===== config.mk =====
export PLATFORM = sky130hd
export DESIGN_NAME = stuffed_frame_receiver_crc16
export DESIGN_NICKNAME = d
export VERILOG_FILES = /design/src/rtl/sfr_pkg.sv /design/src/rtl/stuffed_frame_receiver_crc16.sv /design/src/rtl/sfr_front.sv /design/src/rtl/sfr_fifo.sv /design/src/rtl/sfr_back.sv
export SDC_FILE = /design/constraint.sdc
export NUM_CORES = 1
export LEC_CHECK = 0
export ABC_AREA = 1
export BUFFER_PORTS_ARGS = -buffer_cell sky130_fd_sc_hd__clkbuf_2
export CAP_MARGIN = 20
export CORE_UTILIZATION = 60
export CTS_BUF_LIST = sky130_fd_sc_hd__clkbuf_4 sky130_fd_sc_hd__clkbuf_8 sky130_fd_sc_hd__clkbuf_16
export DETAILED_ROUTE_END_ITERATION = 6
export GPL_TIMING_DRIVEN = 0
export PLACE_DENSITY = 0.87
export SLEW_MARGIN = 20
export SYNTH_ARGS = -nofsm -noshare
export SYNTH_HDL_FRONTEND = slang
export SYNTH_SLANG_ARGS = --single-unit

===== constraint.sdc =====
create_clock -name clk -period 4.05 [get_ports clk]
set_input_delay 0.6075 -clock clk [delete_from_list [all_inputs] [get_ports clk]]
set_output_delay 0.6075 -clock clk [all_outputs]
set_load 0.01 [all_outputs]

===== src/rtl/sfr_pkg.sv =====
// ----------------------------------------------------------------------------
// Stuffed frame receiver package
// Shared constants, codes, the command type passed from the front end to the
// back end, and the CRC-16 byte update.
// ----------------------------------------------------------------------------
package sfr_pkg;

	localparam int MAX_FRAME_BYTES = 4096;
	localparam int CNT_W = $clog2(MAX_FRAME_BYTES + 1);
	localparam int LEN_W = 12;
	localparam int QUEUE_DEPTH = 4;
	localparam int QPTR_W = $clog2(QUEUE_DEPTH);
	localparam int TDATA_W = 40;

	localparam logic [7:0] BYTE_START = 8'hE3;
	localparam logic [7:0] BYTE_END = 8'hE5;
	localparam logic [7:0] BYTE_ESC = 8'hE0;
	localparam logic [7:0] ESC_XOR = 8'hA0;
	localparam logic [7:0] BYTE_ACK = 8'hE1;
	localparam logic [7:0] BYTE_NACK = 8'hE2;
	localparam logic [7:0] BYTE_CAN = 8'hE4;
	localparam logic [7:0] TYPE_MAX = 8'h7F;
	localparam logic [7:0] DATA_TYPE_MAX = 8'h1F;
	localparam logic [7:0] RESP_TYPE_MAX = 8'h5F;
	localparam logic [15:0] CRC_POLY = 16'h1021;
	localparam logic [7:0] RETRY_LIMIT_RESET = 8'd10;
	localparam int MIN_BODY_BYTES = 5;

	typedef enum logic {
		OP_PUSH,
		OP_END
	} op_kind_t;

	// Reply and received control share one code set.
	typedef enum logic [1:0] {
		CTRL_NONE,
		CTRL_ACK,
		CTRL_NACK,
		CTRL_CAN
	} ctrl_t;

	typedef enum logic [2:0] {
		ERR_OK,
		ERR_EMPTY,
		ERR_UNKNOWN,
		ERR_SHORT,
		ERR_TYPE,
		ERR_BAD_BYTE,
		ERR_CRC,
		ERR_OVERRUN
	} err_t;

	typedef enum logic [1:0] {
		CLS_DATA,
		CLS_RESPONSE,
		CLS_UNSOLICITED,
		CLS_NONE
	} cls_t;

	// One command from the front end. For OP_PUSH only data is used.
	// keep_retry marks a control frame or an overrun: no reply is sent and
	// the retry count stays as it is.
	typedef struct packed {
		op_kind_t   kind;
		logic [7:0] data;
		err_t       pre_err;
		ctrl_t      peer;
		cls_t       cls;
		logic [7:0] ftype;
		logic       keep_retry;
	} op_t;

	function automatic logic [15:0] crc_add(logic [15:0] crc, logic [7:0] b);
		logic [15:0] c;
		c = crc ^ {b, 8'h00};
		for (int k = 0; k < 8; k++) begin
			c = c[15] ? ({c[14:0], 1'b0} ^ CRC_POLY) : {c[14:0], 1'b0};
		end
		return c;
	endfunction

endpackage


===== src/rtl/stuffed_frame_receiver_crc16.sv =====
// ----------------------------------------------------------------------------
// Byte-stuffed frame receiver with CRC-16 check
// Receives raw line bytes, unstuffs frames, forwards payload bytes and reports
// one status item per frame with the reply to send.
// ----------------------------------------------------------------------------
//
// Channel   Direction  Handshake             Item contents
// s_*       in         s_tvalid / s_tready   tdata[7:0] rx_byte
// m_*       out        m_tvalid / m_tready   tuser result_kind, tdata result fields
// cfg_*     in         cfg_valid / cfg_ready cfg_data retry_limit
//
// One input item is taken per cycle while the queue has room. The front end
// decodes it in the same cycle and places at most one command in a four-entry
// queue; the back end removes one command per cycle whenever its output
// register is empty or being emptied, and a result passes through the queue
// and that output register before it is presented on m_*.
// A stall on the output fills the queue, and s_tready drops only when it is
// full. Reset is asynchronous and active low; it returns the block to hunting
// for a start byte and loads retry_limit with ten. cfg_ready is always high.
//
module stuffed_frame_receiver_crc16 (
	input  logic                        clk,
	input  logic                        arst_n,
	// Raw line bytes.
	input  logic                        s_tvalid,
	output logic                        s_tready,
	input  logic [7:0]                  s_tdata,   // [7:0] rx_byte
	// Results.
	output logic                        m_tvalid,
	input  logic                        m_tready,
	// [7:0] data_byte, [9:8] reply, [11:10] peer_control, [14:12] frame_error,
	// [16:15] frame_class, [24:17] frame_type, [36:25] payload_length,
	// [39:37] zero
	output logic [sfr_pkg::TDATA_W-1:0] m_tdata,
	output logic                        m_tuser,   // [0] result_kind
	// Retry limit register.
	input  logic                        cfg_valid,
	output logic                        cfg_ready,
	input  logic [7:0]                  cfg_data
);
	import sfr_pkg::*;

	logic front_valid;
	op_t  front_op;
	logic q_full;
	logic q_empty;
	logic q_pop;
	op_t  q_head;
	logic in_take;

	// An item is taken whenever the queue has room, so the front end waits on the
	// output side only once a stall there has filled the queue.
	assign s_tready = !q_full;
	assign in_take = s_tvalid && s_tready;
	assign cfg_ready = 1'b1;

	sfr_front u_front (
		.clk        (clk),
		.arst_n     (arst_n),
		.byte_valid (in_take),
		.byte_data  (s_tdata),
		.op_valid   (front_valid),
		.op         (front_op)
	);

	sfr_fifo u_fifo (
		.clk     (clk),
		.arst_n  (arst_n),
		.push    (front_valid),
		.push_op (front_op),
		.full    (q_full),
		.pop     (q_pop),
		.empty   (q_empty),
		.head_op (q_head)
	);

	// The back end owns the retry count, the CRC and the two-byte delay; it
	// writes the result register that drives the output channel directly.
	sfr_back u_back (
		.clk       (clk),
		.arst_n    (arst_n),
		.cfg_we    (cfg_valid && cfg_ready),
		.cfg_wdata (cfg_data),
		.op_avail  (!q_empty),
		.op        (q_head),
		.op_pop    (q_pop),
		.res_valid (m_tvalid),
		.res_ready (m_tready),
		.res_kind  (m_tuser),
		.res_data  (m_tdata)
	);

endmodule


===== src/rtl/sfr_front.sv =====
// ----------------------------------------------------------------------------
// Stuffed frame receiver front end
// Hunts for the start byte, removes escapes, checks framing and turns each
// raw byte into at most one command for the back end.
// ----------------------------------------------------------------------------
module sfr_front (
	input  logic           clk,
	input  logic           arst_n,
	input  logic           byte_valid,
	input  logic [7:0]     byte_data,
	output logic           op_valid,
	output sfr_pkg::op_t   op
);
	import sfr_pkg::*;

	logic             in_frame_q;
	logic             esc_q;
	logic             bad_q;
	logic [CNT_W-1:0] raw_q;
	logic [7:0]       type_q;

	logic             is_start, is_end, is_esc, is_special, overrun;
	op_t              end_op;

	assign is_start = (byte_data == BYTE_START);
	assign is_end = (byte_data == BYTE_END);
	assign is_esc = (byte_data == BYTE_ESC);
	assign is_special = (byte_data >= BYTE_ACK) && (byte_data <= BYTE_CAN);
	assign overrun = (raw_q == CNT_W'(MAX_FRAME_BYTES));

	// Status command for the end byte or an overrun.
	always_comb begin
		end_op = '0;
		end_op.kind = OP_END;
		end_op.peer = CTRL_NONE;
		end_op.ftype = (raw_q != '0) ? type_q : 8'h00;
		if (type_q <= DATA_TYPE_MAX) begin
			end_op.cls = CLS_DATA;
		end else if (type_q <= RESP_TYPE_MAX) begin
			end_op.cls = CLS_RESPONSE;
		end else begin
			end_op.cls = CLS_UNSOLICITED;
		end
		end_op.keep_retry = 1'b0;
		if (!is_end) begin
			end_op.pre_err = ERR_OVERRUN;
			end_op.keep_retry = 1'b1;
		end else if (raw_q == '0) begin
			end_op.pre_err = ERR_EMPTY;
		end else if (raw_q == CNT_W'(1)) begin
			unique case (type_q)
				BYTE_ACK: begin
					end_op.pre_err = ERR_OK;
					end_op.peer = CTRL_ACK;
					end_op.keep_retry = 1'b1;
				end
				BYTE_NACK: begin
					end_op.pre_err = ERR_OK;
					end_op.peer = CTRL_NACK;
					end_op.keep_retry = 1'b1;
				end
				BYTE_CAN: begin
					end_op.pre_err = ERR_OK;
					end_op.peer = CTRL_CAN;
					end_op.keep_retry = 1'b1;
				end
				default: begin
					end_op.pre_err = ERR_UNKNOWN;
				end
			endcase
		end else if (raw_q < CNT_W'(MIN_BODY_BYTES)) begin
			end_op.pre_err = ERR_SHORT;
		end else if (type_q > TYPE_MAX) begin
			end_op.pre_err = ERR_TYPE;
		end else if (bad_q || esc_q) begin
			end_op.pre_err = ERR_BAD_BYTE;
		end else begin
			end_op.pre_err = ERR_OK;
		end
	end

	always_comb begin
		op_valid = 1'b0;
		op = end_op;
		if (byte_valid && in_frame_q) begin
			if (is_end || overrun) begin
				op_valid = 1'b1;
			end else if (esc_q) begin
				op_valid = 1'b1;
				op = '0;
				op.kind = OP_PUSH;
				op.data = byte_data ^ ESC_XOR;
			end else if (!is_esc) begin
				op_valid = 1'b1;
				op = '0;
				op.kind = OP_PUSH;
				op.data = byte_data;
			end
		end
	end

	always_ff @(posedge clk or negedge arst_n) begin
		if (!arst_n) begin
			in_frame_q <= 1'b0;
			esc_q <= 1'b0;
			bad_q <= 1'b0;
			raw_q <= '0;
			type_q <= 8'h00;
		end else if (byte_valid) begin
			if (!in_frame_q) begin
				if (is_start) begin
					in_frame_q <= 1'b1;
					esc_q <= 1'b0;
					bad_q <= 1'b0;
					raw_q <= '0;
					type_q <= 8'h00;
				end
			end else if (is_end || overrun) begin
				in_frame_q <= 1'b0;
			end else begin
				if (raw_q == '0) begin
					type_q <= byte_data;
				end
				raw_q <= raw_q + CNT_W'(1);
				if (esc_q) begin
					esc_q <= 1'b0;
				end else if (is_esc) begin
					esc_q <= 1'b1;
				end else if (is_special) begin
					bad_q <= 1'b1;
				end
			end
		end
	end

endmodule


===== src/rtl/sfr_fifo.sv =====
// ----------------------------------------------------------------------------
// Stuffed frame receiver command queue
// A short first-in first-out queue of commands between front and back end.
// ----------------------------------------------------------------------------
module sfr_fifo (
	input  logic           clk,
	input  logic           arst_n,
	input  logic           push,
	input  sfr_pkg::op_t   push_op,
	output logic           full,
	input  logic           pop,
	output logic           empty,
	output sfr_pkg::op_t   head_op
);
	import sfr_pkg::*;

	op_t               mem [QUEUE_DEPTH];
	logic [QPTR_W-1:0] wr_q;
	logic [QPTR_W-1:0] rd_q;
	logic [QPTR_W:0]   count_q;
	logic              do_push, do_pop;

	assign full = (count_q == (QPTR_W+1)'(QUEUE_DEPTH));
	assign empty = (count_q == '0);
	assign head_op = mem[rd_q];
	assign do_push = push && !full;
	assign do_pop = pop && !empty;

	always_ff @(posedge clk) begin
		if (do_push) begin
			mem[wr_q] <= push_op;
		end
	end

	always_ff @(posedge clk or negedge arst_n) begin
		if (!arst_n) begin
			wr_q <= '0;
			rd_q <= '0;
			count_q <= '0;
		end else begin
			if (do_push) begin
				wr_q <= wr_q + QPTR_W'(1);
			end
			if (do_pop) begin
				rd_q <= rd_q + QPTR_W'(1);
			end
			if (do_push && !do_pop) begin
				count_q <= count_q + (QPTR_W+1)'(1);
			end else if (do_pop && !do_push) begin
				count_q <= count_q - (QPTR_W+1)'(1);
			end
		end
	end

endmodule


===== src/rtl/sfr_back.sv =====
// ----------------------------------------------------------------------------
// Stuffed frame receiver back end
// Runs the two-byte delay and the CRC, settles the reply and retry count and
// holds the result in an output register.
// ----------------------------------------------------------------------------
module sfr_back (
	input  logic                       clk,
	input  logic                       arst_n,
	input  logic                       cfg_we,
	input  logic [7:0]                 cfg_wdata,
	input  logic                       op_avail,
	input  sfr_pkg::op_t               op,
	output logic                       op_pop,
	output logic                       res_valid,
	input  logic                       res_ready,
	output logic                       res_kind,
	output logic [sfr_pkg::TDATA_W-1:0] res_data
);
	import sfr_pkg::*;

	localparam int EXT_W = (CNT_W > LEN_W) ? CNT_W : LEN_W;

	logic [7:0]       limit_q;
	logic [7:0]       retry_q;
	logic [CNT_W-1:0] dc_q;
	logic [15:0]      crc_q;
	logic [7:0]       tail_q [2];
	logic             out_valid_q;
	logic             out_kind_q;
	logic [TDATA_W-1:0] out_data_q;

	logic             slot_free, take, dc_low;
	err_t             err;
	ctrl_t            reply;
	cls_t             cls;
	logic [7:0]       retry_next;
	logic [EXT_W-1:0] plen_ext;
	logic [LEN_W-1:0] plen;

	assign slot_free = !out_valid_q || res_ready;
	assign take = op_avail && slot_free;
	assign op_pop = take;
	assign dc_low = (dc_q < CNT_W'(2));

	assign res_valid = out_valid_q;
	assign res_kind = out_kind_q;
	assign res_data = out_data_q;

	// Final error, reply and retry count of a status command.
	always_comb begin
		if (op.keep_retry || op.pre_err != ERR_OK) begin
			err = op.pre_err;
		end else if (dc_low) begin
			err = ERR_BAD_BYTE;
		end else if (crc_q != {tail_q[0], tail_q[1]}) begin
			err = ERR_CRC;
		end else begin
			err = ERR_OK;
		end
		retry_next = retry_q;
		if (op.keep_retry) begin
			reply = CTRL_NONE;
		end else if (err == ERR_OK) begin
			reply = CTRL_ACK;
			retry_next = 8'h00;
		end else if (retry_q < limit_q) begin
			reply = CTRL_NACK;
			retry_next = retry_q + 8'd1;
		end else begin
			reply = CTRL_CAN;
			retry_next = 8'h00;
		end
		cls = (err == ERR_OK && !op.keep_retry) ? op.cls : CLS_NONE;
		plen_ext = dc_low ? '0 : EXT_W'(dc_q) - EXT_W'(2);
		plen = (plen_ext > EXT_W'(2**LEN_W - 1)) ? '1 : plen_ext[LEN_W-1:0];
	end

	always_ff @(posedge clk) begin
		if (take) begin
			if (op.kind == OP_PUSH) begin
				if (dc_low) begin
					tail_q[dc_q[0]] <= op.data;
				end else begin
					tail_q[0] <= tail_q[1];
					tail_q[1] <= op.data;
				end
			end
			if (op.kind == OP_PUSH) begin
				out_kind_q <= 1'b0;
				out_data_q <= {3'b000, LEN_W'(0), 8'h00, CLS_NONE, ERR_OK, CTRL_NONE,
					CTRL_NONE, tail_q[0]};
			end else begin
				out_kind_q <= 1'b1;
				out_data_q <= {3'b000, plen, op.ftype, cls, err, op.peer, reply, 8'h00};
			end
		end
	end

	always_ff @(posedge clk or negedge arst_n) begin
		if (!arst_n) begin
			limit_q <= RETRY_LIMIT_RESET;
			retry_q <= 8'h00;
			dc_q <= '0;
			crc_q <= 16'h0000;
			out_valid_q <= 1'b0;
		end else begin
			if (cfg_we) begin
				limit_q <= cfg_wdata;
			end
			if (take) begin
				if (op.kind == OP_PUSH) begin
					dc_q <= dc_q + CNT_W'(1);
					if (!dc_low) begin
						crc_q <= crc_add(crc_q, tail_q[0]);
					end
					out_valid_q <= !dc_low;
				end else begin
					retry_q <= retry_next;
					dc_q <= '0;
					crc_q <= 16'h0000;
					out_valid_q <= 1'b1;
				end
			end else if (res_ready) begin
				out_valid_q <= 1'b0;
			end
		end
	end

endmodule


Word level (Yosys, flattened, before mapping)
Memories as Yosys holds them, arrays and structs flattened.
Index checks and enable logic that the tools add are counted.

operators by class
  add/sub/neg operators = 8
  $lt $le $gt $ge = 9
  equal/unequal tests = 16
  multiplexer cells = 85
  bitwise gates (word level) = 12
  reductions and logical operators = 38

operators by type and width
  operator                                                                 count
  13-bit two-way mux                                                       13
  25-bit two-way mux                                                       4
  8-bit two-way mux                                                        8
  8-bit == test (second input constant)                                    6
  1-bit two-way mux                                                        38
  3-bit two-way mux                                                        11
  16-bit two-way mux                                                       2
  13-bit by 1-bit adder with 13-bit output (second input constant)         2
  3-bit inverter                                                           8
  16-bit != test                                                           1
  16-bit bitwise XOR                                                       1
  2-bit two-way mux                                                        7
  13-bit by 1-bit == test with 1-bit output (second input constant)        1
  13-bit == test (second input constant)                                   1
  13-bit by 12-bit > comparator with 1-bit output (second input constant)  1
  13-bit logical NOT                                                       1
  13-bit by 2-bit < comparator with 1-bit output (second input constant)   1
  13-bit by 3-bit < comparator with 1-bit output (second input constant)   1
  13-bit nonzero test                                                      1
  13-bit by 2-bit subtractor with 13-bit output (second input constant)    1
  12-bit two-way mux                                                       1
  2-bit != test (second input constant)                                    5
  1-bit logical AND                                                        9
  8-bit by 1-bit adder with 8-bit output (second input constant)           1
  other kinds (26)                                                         43

word-level totals
  register bits after elaboration = 118
  RAM bits = 116
  bits of input ports = 21
  output and inout bits = 44
  word-level logic and storage cells = 190
  memories = 2

memory list
  memory         words  width  rd ports  clocked after Yosys merged registers in  wr ports  RTL line        source
  u_fifo.mem     4      25     1         0                                        1         sfr_fifo.sv:17  op_t mem [QUEUE_DEPTH];
  u_back.tail_q  2      8      2         0                                        2         sfr_back.sv:27  logic [7:0] tail_q [2];

Logic depth before layout (Yosys ltp)
An unclocked memory read counts as a cell.

  depth in word-level cells = 20
  mapped depth = 16
  depth with buffers taken out = 16

By module
A second synthesis with hierarchy kept.

second synthesis, totals
  cells, all modules = 1224
  area total of the unflattened synthesis = 11579.9 µm²

modules (own cells, without submodules)
  module                        times used  cells an instance  area an instance (µm²)  sequential area each (µm²)
  sfr_back                      1           558                5064.9                  2775.2
  sfr_fifo                      1           353                4466.8                  3178.0
  sfr_front                     1           307                2019.4                  600.6
  stuffed_frame_receiver_crc16  1           6                  28.8                    0.0

Worst setup path before layout
OpenSTA, ideal clock, no wires.

  kind = input port to flip-flop
  from = in s_tdata[2]
  to = mem u_fifo.mem[0][0] (netlist name), enable pin
  library setup time = 0.407 ns
  data arrival time = 2.416 ns
  required time = 3.643 ns
  path slack = 1.227 ns
  stages on the path = 8
  path through = inv_1 -> nor4_1 -> nand2_1 -> nand2_1 -> inv_2 -> nand2_1 -> nand2_1 -> nor2_1

between the ends
  longest elaborated chain between the ends = 8
  elaborated cells between the ends (all ways) = 10
  classes of those cells = 2 x eq/ne; 6 x mux; 2 x reduce/logical

ends and longest elaborated chain
  item                                         RTL line                            source
  start, declared                              stuffed_frame_receiver_crc16.sv:27  input logic [7:0] s_tdata,
  8-bit == test                                sfr_front.sv:27                     assign is_esc = (byte_data == BYTE_ESC);
  1-bit two-way mux                            sfr_front.sv:93                     end else if (!is_esc) begin
  1-bit two-way mux                            sfr_front.sv:88                     end else if (esc_q) begin
  1-bit two-way mux (*)                        sfr_front.sv:86                     if (is_end || overrun) begin
  1-bit two-way mux (*)                        sfr_front.sv:85                     if (byte_valid && in_frame_q) begin
  1-bit logical AND (*)                        sfr_fifo.sv:26                      assign do_push = push && !full;
  1-bit two-way mux (*)                        sfr_fifo.sv:30                      if (do_push) begin
  1-bit two-way mux (implied by the code) (*)  sfr_fifo.sv:31                      mem[wr_q] <= push_op;
  end, declared                                sfr_fifo.sv:17

Every way passes the cells marked *; elsewhere a longest branch is shown, timed or not.

Worst setup path after layout
  from = reg u_front.raw_q[0]
  to = reg u_fifo.count_q[2]

between the ends
  longest elaborated chain between the ends = 8
  elaborated cells between the ends (all ways) = 10
  classes of those cells = 1 x eq/ne; 3 x mux; 6 x reduce/logical

ends and longest elaborated chain
  item                          RTL line          source
  start, declared               sfr_front.sv:19   logic [CNT_W-1:0] raw_q;
  start signal, assigned        sfr_front.sv:124  raw_q <= raw_q + CNT_W'(1);
  13-bit == test (*)            sfr_front.sv:29   assign overrun = (raw_q == CNT_W'(MAX_FRAME_BYTES));
  1-bit logical OR (*)          sfr_front.sv:86
  1-bit two-way mux (*)         sfr_front.sv:86
  1-bit two-way mux (*)         sfr_front.sv:85
  1-bit logical AND (*)         sfr_fifo.sv:26
  net u_fifo.do_push            sfr_fifo.sv:21    logic do_push, do_pop;
  1-bit logical NOT             sfr_fifo.sv:49    end else if (do_pop && !do_push) begin
  1-bit logical AND             sfr_fifo.sv:49
  2-bit nonzero test (no line)  -
  end signal, assigned          sfr_fifo.sv:48    count_q <= count_q + (QPTR_W+1)'(1);
  end signal, assigned          sfr_fifo.sv:50    count_q <= count_q - (QPTR_W+1)'(1);
  end, declared                 sfr_fifo.sv:20    logic [QPTR_W:0] count_q;

Mark *: on every way through the listed nets, which the timed path passes. The rest lies on a longest branch.
A chain may end at the register's enable or synchronous reset.

==> qor.yml <==
outcome:
  run_status: "completed"
floorplanning:
  coreArea_mm2: 0.0180
  ios: 65
  initial_core_util_pct: 61.4
  rows: 49
  die_x_um: 138
  die_area_mm2: 0.0189
  die_h_um: 138
run:
  maxCapViolCount: 0
timing:
  clock-skew-final_ns: 0.0104
  tightest_slew_ns: 0.832
  drv_slew: 0
  fmax_ghz: 0.331
  min_period_ns: 3.02
  worst_hold_slack_ns: 0.106
  hold_viol: 0
  setup_viol: 0
  finalCritPeriodShare_pct: 74.7
  maxSlewHeadroom_pct: 44.4
  rsz0062_at_grt: "false"
  tns_ns: 0
logic_synthesis:
  synth.yosys.seq_area_share_pct: 59.4
  yosysMostFrequentCell: "nand2_1"
  synth-seq-cells: 231
  synthCells: 1142
  avgSynthCellArea_um2: 9.65
  synth_area_mm2: 0.0110
  synth_ff_type: "edfxtp_1"
  synth_edf_count: 154
  synth.largest_area_cell: "edfxtp_1"
  synth_cell_types: 44
  synthTopCellsByCount: "nand2_1 (238), edfxtp_1 (154), nor2_1 (145)"
  async_reset_ff_share_pct: 33.3
  yosysWarnings: 0
  netlist.area_leader.share_pct: 41.9
  synthTopCellsByArea: "edfxtp_1 (42%), dfrtp_1 (17%), nand2_1 (8.1%)"
cells_and_area:
  fin_util_pct: 70.1
  syn2layout_area_growth_pct: 14.3
  layout-drive-gt1-share_pct: 14.8
  fin_nets: 1276
  n_antenna_cell: 0
  stdcell_area_mm2: 0.0126
global_routing:
  track_usage_pct: 27.5
  grt_start_max_net_pins: 78
  grt_pass1_wl_um: 40100
  grt_pass1_vias: 8352
  antenna_found_initial: 0
  overflow: 0
pwr:
  clockPowerShare_pct: 24.7
  leakage_nw: 5.39
  p_int_mw: 5.76
  pwr_density_cell_mw_per_mm2: 747
  switchingPower_mw: 3.65
  irDropWorstVdd_uv: 545
  switching_share_pct: 38.8
  seq_power_share_pct: 36.9
  pwr-share-comb_pct: 38.3
clock_tree:
  post_cts_buffers: 0
  clk_latency_ns: 0.53
  clk_pin_slew_ns: 0.06
  cts_buffer_depth: 3
  cts.sinks: 231
  holdBufCountCts: 0
  numCtsBuffers: 25
  post_cts_resize_count: 0
  cts_tree: "yes"
  htreeDepth: 1
  root_buffer: "clkbuf_16"
critical_path:
  critical_path_class: "reg2reg"
  start_kind: "flop"
  crit_arrival_ns: 3.42
  reg2reg_depth: 16
  required_ns: 4.45
  cp-end-kind: "flop"
  crit_fanout: 6
drt:
  drc: 0
  ant_nets: 0
  wirelength_um: 25300
  drt_iter0_markers: 682
  vias: 8416
  drt-pass1-iter-count: 5
  vias_per_cell: 5.67
  wl_per_cell_um: 17.0
placed_design:
  dpl_cell_area_mm2: 0.0118
  gp_congestion: 0.928
  portBuffers: 60
  dp_hpwl_um: 16700
hold_path:
  hold_class: "in2async"
[layer usage]
metal / vias to the layer above / routed length [µm] / global-route usage (%)
met1: 4012 / 9680 / 32.3
met3: 73 / 1730 / 5.11
met5: - / 0 / 0
met2: 357 / 13000 / 48.8
met4: 0 / 809 / 12.6
li1: 3974 / - / -
[final cells by class]
class / instances / area [µm²]
sequential: 231 / 6550
fill: 1235 / 5370
multi-input combinational: 738 / 3780
clock buffer: 33 / 704
inverter: 139 / 527
timing repair buffer: 64 / 404
tap: 229 / 287
buffer: 36 / 199
clock inverter: 13 / 141
[metrics by stage]
step	cells	setup slack [ns]	power (mW)
3_5_place_dp	1437	0.895	7.02
2_1_floorplan	1144	1.23	5.96
5_1_grt	1483	0.782	9.96
4_1_cts	1483	1.06	9.40
3_3_place_gp	1433	0.291	6.79
6_report	1483	1.03	9.41
[worst max-delay path, stage by stage (launching register included)]
cell and delay, ns:
dfrtp_1 0.43, inv_1 0.16, ha_1 0.16, nand2_1 0.05
nor2_1 0.17, nand3b_1 0.10, nand2_1 0.11, inv_2 0.06
nand2_1 0.05, nand2_1 0.27, inv_1 0.23, ha_1 0.20
inv_1 0.08, fa_1 0.38, a21oi_1 0.15, o21ai_0 0.12
xor2_1 0.16
[cell usage in the layout (no fill, tap or decap), types with 11 or more instances in the layout]
cell type  synthesis  final
edfxtp_1         154    154
inv_1            127    126
nand2_2           12     12
a21oi_1           41     41
nand2_1          238    238
xor2_1            32     32
o22ai_1           28     28
ha_1              19     19
nand4_1           13     13
clkbuf_1          16     16
inv_2             10     11
nor2_1           145    141
o21ai_0           89     89
dfrtp_1           75     75
clkbuf_16          0     25
nand3_1           45     45
nor3_1            16     16
clkbuf_2           0     59
[power groups by stage]
stage               Clock, mW  Combinational [mW]  Sequential, mW
global route             2.43                4.00            3.53
floorplan                   0                2.40            3.56
detailed placement          0                3.51            3.51
global placement            0                3.31            3.49
finish                   2.33                3.61            3.48
CTS                      2.34                3.59            3.47
[kinds of logic after synthesis]
family / count (synthesis) / synth area share (%)
AND/OR/NAND/NOR: 495 / 19.4
XOR/XNOR: 38 / 3.02
adder cells (fa/ha/maj): 20 / 2.34
AO/OA/AOI/OAI: 181 / 9.17
flip-flops: 231 / 59.4
other: 2 / 0.0681
buffers and inverters: 175 / 6.58
[path summary, 6_finish.rpt]
check                                  from                 to  slack (ns)
max in group asynchronous            arst_n  u_front.type_q[6]        3.44
hold / removal                       arst_n   u_back.crc_q[14]        0.11
hold reg to reg               u_front.bad_q      u_front.bad_q        0.51
min in group clk                cfg_data[7]  u_back.limit_q[7]        0.30
setup reg to reg           u_front.raw_q[0]  u_fifo.count_q[2]        1.03
setup / recovery           u_front.raw_q[0]  u_fifo.count_q[2]        1.03
[sequential cells by signal, summed over array words and instances, names as in the netlist, 8 cells and up]
register / count
u_fifo.mem: 100
u_back.res_data: 37
u_back.crc_q: 16
u_back.tail_q: 16
u_back.dc_q: 13
u_front.raw_q: 13
u_back.limit_q: 8
u_back.retry_q: 8
u_front.type_q: 8
(Power assumes the default switching activity.)
